$ cat src/cst_pkg.sv
// Package: shared types and constants for the counting semaphore table.
`timescale 1ns / 1ps
`default_nettype none
package cst_pkg;

  typedef enum logic [2:0] {
    CMD_CREATE  = 3'd0,
    CMD_WAIT    = 3'd1,
    CMD_RESUME  = 3'd2,
    CMD_POST    = 3'd3,
    CMD_DESTROY = 3'd4,
    CMD_SNAP    = 3'd5,
    CMD_CLEANUP = 3'd6,
    CMD_BAD     = 3'd7
  } cmd_t;

  localparam logic [3:0] ST_OK       = 4'd0;
  localparam logic [3:0] ST_BAD_HDL  = 4'd1;
  localparam logic [3:0] ST_BAD_ARGS = 4'd2;
  localparam logic [3:0] ST_NO_SLOT  = 4'd3;
  localparam logic [3:0] ST_KILLED   = 4'd4;
  localparam logic [3:0] ST_CLOSED   = 4'd5;
  localparam logic [3:0] ST_BLOCKED  = 4'd6;
  localparam logic [3:0] ST_AT_LIMIT = 4'd7;
  localparam logic [3:0] ST_NOT_OWN  = 4'd8;

  localparam int GEN_BITS = 23;

  typedef enum logic [2:0] {
    S_IDLE,
    S_EXEC,
    S_SCAN,
    S_DONE
  } state_t;

  // Commands from the controller to the datapath.
  typedef struct packed {
    logic load;
    logic exec;
    logic scan_step;
    logic scan_clear;
  } ctl_t;

  // Status from the datapath to the controller.
  typedef struct packed {
    logic is_scan;
    logic scan_last;
  } sts_t;

endpackage
`default_nettype wire

$ cat src/cst_ctrl.sv
// Controller: sequences load, execute, owner scan and result handshake.
`timescale 1ns / 1ps
`default_nettype none
module cst_ctrl import cst_pkg::*; (
  input  wire logic clk,
  input  wire logic rst,
  input  wire logic in_valid,
  output logic      in_ready,
  output logic      out_valid,
  input  wire logic out_ready,
  output ctl_t      ctl,
  input  wire sts_t sts
);

  state_t state, state_next;

  always_ff @(posedge clk) begin
    if (rst) state <= S_IDLE;
    else     state <= state_next;
  end

  always_comb begin
    state_next = state;
    ctl        = '0;
    in_ready   = 1'b0;
    out_valid  = 1'b0;
    unique case (state)
      S_IDLE: begin
        in_ready = 1'b1;
        if (in_valid) begin
          ctl.load   = 1'b1;
          state_next = S_EXEC;
        end
      end
      S_EXEC: begin
        if (sts.is_scan) begin
          ctl.scan_clear = 1'b1;
          state_next     = S_SCAN;
        end else begin
          ctl.exec   = 1'b1;
          state_next = S_DONE;
        end
      end
      S_SCAN: begin
        ctl.scan_step = 1'b1;
        if (sts.scan_last) state_next = S_DONE;
      end
      S_DONE: begin
        out_valid = 1'b1;
        if (out_ready) state_next = S_IDLE;
      end
      default: state_next = S_IDLE;
    endcase
  end

endmodule
`default_nettype wire

$ cat config.mk
export PLATFORM = sky130hd
export DESIGN_NAME = cst_ctrl
export DESIGN_NICKNAME = d
export VERILOG_FILES = /design/src/cst_pkg.sv /design/src/cst_ctrl.sv
export SDC_FILE = /design/constraint.sdc
export NUM_CORES = 1
export LEC_CHECK = 0
export ABC_AREA = 1
export BUFFER_PORTS_ARGS = -buffer_cell sky130_fd_sc_hd__buf_2
export CORE_AREA = 2 2 39 41
export DETAILED_ROUTE_END_ITERATION = 8
export DIE_AREA = 0 0 41 43
export MAX_ROUTING_LAYER = met4
export PLACE_DENSITY = 0.36
export SLEW_MARGIN = 20
export SYNTH_ARGS = -nofsm -noshare
export SYNTH_HDL_FRONTEND = slang
export SYNTH_SLANG_ARGS = --single-unit
$ cat constraint.sdc
create_clock -name clk -period 1.8 [get_ports clk]
set_input_delay 0.54 -clock clk [delete_from_list [all_inputs] [get_ports clk]]
set_output_delay 0.54 -clock clk [all_outputs]
set_load 0.05 [all_outputs]
==> out/metrics.csv, run 1 <==
stage,metric,value,unit
critical_path,FF-to-FF path depth,7,
worst_hold_path,Worst Hold Depth,2,
routing,Vias per Instance,3.56,
synth,Post-Syn Area,200,µm²
critical_path,reg2reg end,state[0]$_SDFFE_PP0P_,
sta,Final Hold Fails,0,
sta,worst hold margin,483,ps
synth,Syn Nets,42,
cts,CTS tree,done,
critical_path,CP Class,reg2out,
layout,fin cells,62,
critical_path,most frequent CP cell,inv_1,
layout,final net count,58,
place,Post-Place Cells,59,
layout,filler cell count,170,
synth,Yosys reg bits,2,
place,DP HPWL,345,µm
critical_path,Startpoint Class,flip-flop,
die,die width,41,µm
synth,Mapped Avg Cell Area,6.26,µm²
cts,CTS sink cnt,2,
synth,Yosys cell types,10,
worst_hold_path,worst hold path endpoint,state[1]$_SDFFE_PP0P_,
layout,synthesis-to-layout area growth,52.5,%
synth,Mapped Cells,32,
routing,routed length per instance,6.90,µm
routing,ANT nets after route,0,
cts,CTS Root Cell,clkbuf_4,
cts,clock buffer depth,2,
grt,pin count of the biggest net entering global routing,5,
sta,clk_skew,2.89,ps
grt,vias in the first global route,187,
sta,Max Clock Freq,590,MHz
flow_run,Max Cap Viol,0,
routing,drt drc,0,
critical_path,WP data arrival,1150,ps
critical_path,CP max stage delay,330,ps
place,GPL Wtd Cong,0.576,
die,starting density of the core,14.5,%
routing,Initial DRC Count,7,
critical_path,Crit Path Max Fanout,4,
worst_hold_path,Hold Crit Class,reg2reg,
critical_path,CP Buf/Inv Count,3,
sta,Tcrit/Tclk final,94.1,%
synth,Yosys warnings,0,
cts,Post-CTS Setup Bufs,0,
place,pre-CTS setup slack,227,ps
critical_path,worst path cell trace,"inv_1, ha_2, nand2_1, inv_1, clkbuf_4",
die,CORE AREA,1380,µm²
layout,max reg flops,2,
layout,most frequent cells in the layout,"nand2_1 (10), buf_2 (10), inv_1 (9)",
critical_path,cell family with most CP delay,flip-flops,
sta,final worst path period need,1690,ps
sta,Fin Setup TNS,0,ps
cts,CTS Buf Count,3,
routing,DR pass1 iterations,4,
sta,Slew headroom,83.6,%
worst_hold_path,Hold Crit Start,state[1]$_SDFFE_PP0P_,
sta,setup ws final,106,ps
layout,Antenna Cells,0,
grt,M2 GR Usage,6.88,%
cts,H-tree levels,1,
routing,WL final,428,µm
critical_path,reg2reg setup slack,670,ps
sta,"Slew Viols, Final",0,
die,# rows,14,
grt,GRT Max-Usage Layer,met4,
place,I/O Buffers,11,
run_status,status,"complete, no violations",
die,I/O Pins,12,
cts,Clock transition at path regs,30,ps
layout,Largest regs,state: 2 flops,
sta,final setup vio count,0,
synth,proportion of synthesized chip area in sequential cells,20.0,%
layout,Largest Register,state,
critical_path,"Req. time, crit path",1260,ps
grt,met1 Usage GRT,6.71,%
cts,Clock Latency Late Sink,220,ps
critical_path,reg2reg start,state[0]$_SDFFE_PP0P_,
grt,global route overflow,0,
die,die area,1760,µm²
die,Die Ht,43,µm
critical_path,critical path capture point type,output port,
grt,routing usage on met3,3.14,%
grt,initial antenna violation count,0,
critical_path,CP max stage cell,dfxtp_2,
grt,all-layer global routing usage,6.26,%
sta,worst-margin pin slew,247,ps
grt,global-route wire length before repair,641,µm
routing,Via Count,221,
layout,fraction of layout cells with a size suffix above 1,41.3,%
-- how the worst max path moves through the flow --
| stage | startpoint | end | slack, ps | cells past startpoint |
|---|---|---|---|---|
| floorplan | state[0]$_SDFFE_PP0P_ | ctl[3] | 100 | 4 |
| global placement | sts[1] | ctl[2] | 230 | 5 |
| detailed placement | sts[1] | ctl[2] | 230 | 5 |
| CTS | state[0]$_SDFFE_PP0P_ | ctl[3] | 40 | 5 |
| global route | state[0]$_SDFFE_PP0P_ | ctl[3] | -9 | 5 |
| finish | state[0]$_SDFFE_PP0P_ | ctl[3] | 110 | 5 |
-- repair_timing --
action,4_1_cts,5_1_grt
hold buffers,0,0
endpoints found under the setup margin,0,2
resized for setup,0,3
-- cell type report --
type	instances	area (µm²)	area share, %
flip-flops and latches	2	42.5	13.9
multi-input cells	21	129	42.2
clock buffers	3	22.5	7.38
inverters	9	33.8	11.1
repair buffers	11	57.6	18.9
well taps	16	20.0	6.56
-- metal layers --
metal | vias to the layer above | routed length, µm
li1 | 121 | -
met1 | 89 | 206
met2 | 11 | 175
met3 | 0 | 47
met4 | 0 | 0
met5 | - | 0
-- synth_stat cells --
cell type	n	area share [%]
nand2_1	10	19
inv_1	9	17
ha_1	4	25
dfxtp_1	2	20
nor2_1	2	3.8
a21oi_1	1	2.5
a21oi_2	1	4.4
nand2_2	1	3.1
nand3_1	1	2.5
nand4_1	1	3.1
-- logic make-up (layout without fill, tap and decap cells) --
group | Yosys count | after routing | synth area share (%)
flops | 2 | 2 | 20.0
fa+ha+maj | 4 | 4 | 25.0
compound gates | 2 | 2 | 6.87
buf+inv | 9 | 23 | 16.9
simple gates | 15 | 15 | 31.3
-- worst register-to-register path, cell delays in order, from the launching register on --
cell and delay (ps):
dfxtp_2 340, inv_1 60, ha_1 220, nand2_1 110, nand2_1 60, nor2_1 80, nand2_1 80, a21oi_2 110
-- stage by stage --
step                      area [µm²]  utilization, %
final                            305            22.1
after global routing             305            22.1
after CTS                        300            21.7
after detailed placement         278            20.1
after global placement           278            20.1
after floorplan                  203               -
Power of run 1 is not shown: default switching activity piles up to over one toggle a cycle in this logic, so the estimate is an artifact.
==> run 2, diff against run 1 <==
PLACE_DENSITY = 0.37   (was 0.36)
REMOVE_ABC_BUFFERS = 1   (was not set)
clock period = 1.4 ns   (was 1.8 ns; I/O delays follow)
==> run 2 against run 1 <==
  * The flow now finishes with violations (negative setup slack)
  * Sequential cell count is the same
  * Sequential share of layout area down 2.6 points
  * Routed wire length rose by 20%
  * Final cell count is 4.8% higher
  * Count of clock-buffer cells in the layout is the same
  * Utilization up 8.1 points
  * Via count up 9.5%
  * Critical path depth did not move
  * Critical endpoint is now ctl[2]
==> out/metrics.csv, run 2 (synthesized netlist as in run 1, its figures left out) <==
stage,metric,value,unit
routing,routed length per instance,7.91,µm
sta,final worst path period need,1450,ps
sta,Final Hold Fails,0,
layout,"commonest non-fill, non-tap cell in the layout",nand2_1,
layout,synthesis-to-layout area growth,109,%
power,PwrDens,2820,nW/µm²
sta,Slew headroom,90.9,%
layout,Antenna Cells,0,
grt,initial antenna violation count,0,
sta,"Slew Viols, Final",0,
routing,drt drc,0,
sta,Tcrit/Tclk final,103,%
cts,clock buffer depth,2,
power,Power Total,1.18,mW
routing,met2 WL,280,µm
cts,Clock Latency Late Sink,220,ps
critical_path,Crit Path Max Fanout,4,
layout,max reg flops,2,
routing,Initial DRC Count,0,
cts,CTS Buf Count,3,
flow_run,Max Cap Viol,0,
routing,Vias per Instance,3.72,
cts,H-tree levels,1,
die,CORE AREA,1380,µm²
cts,Clock transition at path regs,30,ps
layout,fraction of layout cells with a size suffix above 1,65.3,%
routing,WL final,514,µm
routing,Max Used Layer,met3,
die,Die Ht,43,µm
critical_path,"Req. time, crit path",980,ps
power,maximum vdd drop,925,µV
critical_path,critical path capture point type,output port,
routing,DR pass1 iterations,1,
die,I/O Pins,12,
die,die width,41,µm
sta,RSZ-0062 raised after global routing,true,
power,Leak,0.224,nW
routing,metal3 WL,22,µm
critical_path,WP data arrival,1030,ps
run_status,status,"complete, but fails checks",
place,GPL Wtd Cong,0.688,
routing,Via Count,242,
grt,vias in the first global route,248,
layout,most frequent cells in the layout,"nand2_1 (7), buf_2 (5), inv_1 (4), buf_4 (4)",
critical_path,Startpoint Class,flip-flop,
grt,pin count of the biggest net entering global routing,5,
cts,CTS Root Cell,clkbuf_4,
cts,CTS sink cnt,2,
layout,Largest Register,state,
sta,final setup vio count,5,
sta,Fin Setup TNS,-158,ps
routing,ANT nets after route,0,
critical_path,CP Class,reg2out,
die,die area,1760,µm²
grt,global route overflow,0,
sta,setup ws final,-46.0,ps
die,starting density of the core,14.5,%
layout,final net count,61,
run_status,failing checks,negative setup slack,
grt,global-route wire length before repair,910,µm
sta,Max Clock Freq,692,MHz
routing,Routed met1 length,210,µm
grt,all-layer global routing usage,8.21,%
place,DP HPWL,370,µm
cts,hold buffers post-CTS,0,
layout,Largest regs,state: 2 flops,
die,# rows,14,
cts,CTS tree,done,
worst_hold_path,Hold Crit Class,in2reg,
sta,clk_skew,2.18,ps
place,I/O Buffers,11,
layout,filler cell count,161,
sta,worst-margin pin slew,137,ps
[run 2: layout make-up]
cell class	instances	area (µm²)	area share [%]
Timing Repair Buffer	14	123	29.3
Inverter	9	38.8	9.28
Tap cell	16	20.0	4.79
Clock buffer	3	22.5	5.39
Multi-Input combinational cell	21	166	39.8
Sequential cell	2	47.5	11.4
[run 2: path summary, 6_finish.rpt]
| path | cells past startpoint | startpoint | endpoint | slack (ps) |
|---|---|---|---|---|
| worst max register to register | 9 | state[0]$_SDFFE_PP0P_ | state[0]$_SDFFE_PP0P_ | 120 |
| worst max-delay path | 5 | state[1]$_SDFFE_PP0P_ | ctl[2] | -50 |
| worst min register to register | 2 | state[1]$_SDFFE_PP0P_ | state[1]$_SDFFE_PP0P_ | 510 |
| worst min-delay path | 2 | rst | state[0]$_SDFFE_PP0P_ | 370 |
[run 2: critical path: stages, from the launching register on]
cell and delay (ps):
dfxtp_4 350, inv_4 70, ha_4 150, nand2_4 50, inv_2 50, buf_8 130
[run 2: repair_timing]
action	4_1_cts	5_1_grt
setup buffers	1	1
setup endpoints to repair	6	6
gates resized for setup	29	5
pin swaps	3	1
[run 2: metal layers]
layer / vias to the layer above / GRT usage [%]
met2: 5 / 11.6
met1: 109 / 8.95
li1: 128 / -
met3: 0 / 1.57
met4: 0 / 8.00
met5: - / -
[run 2: per-stage QoR]
| stage | util, % | setup WS (ps) | cells | instance area (µm²) | hold WS [ps] |
|---|---|---|---|---|---|
| after floorplan | - | -351 | 32 | 200 | 471 |
| after global placement | 20.4 | 16.2 | 60 | 283 | 506 |
| after detailed placement | 20.4 | 7.67 | 60 | 283 | 505 |
| after CTS | 28.7 | -63.0 | 64 | 397 | 361 |
| after global routing | 30.2 | -88.4 | 65 | 418 | 368 |
| final | 30.2 | -46.0 | 65 | 418 | 371 |
[run 2: report_power, final]
part | internal, mW | switching [mW] | leakage, nW
Combinational | 0.383 | 0.512 | 0.193
Sequential | 0.106 | 0.0520 | 0.0178
Clock | 0.0944 | 0.0303 | 0.0138
No activity file was read; power rests on OpenSTA's default activity.
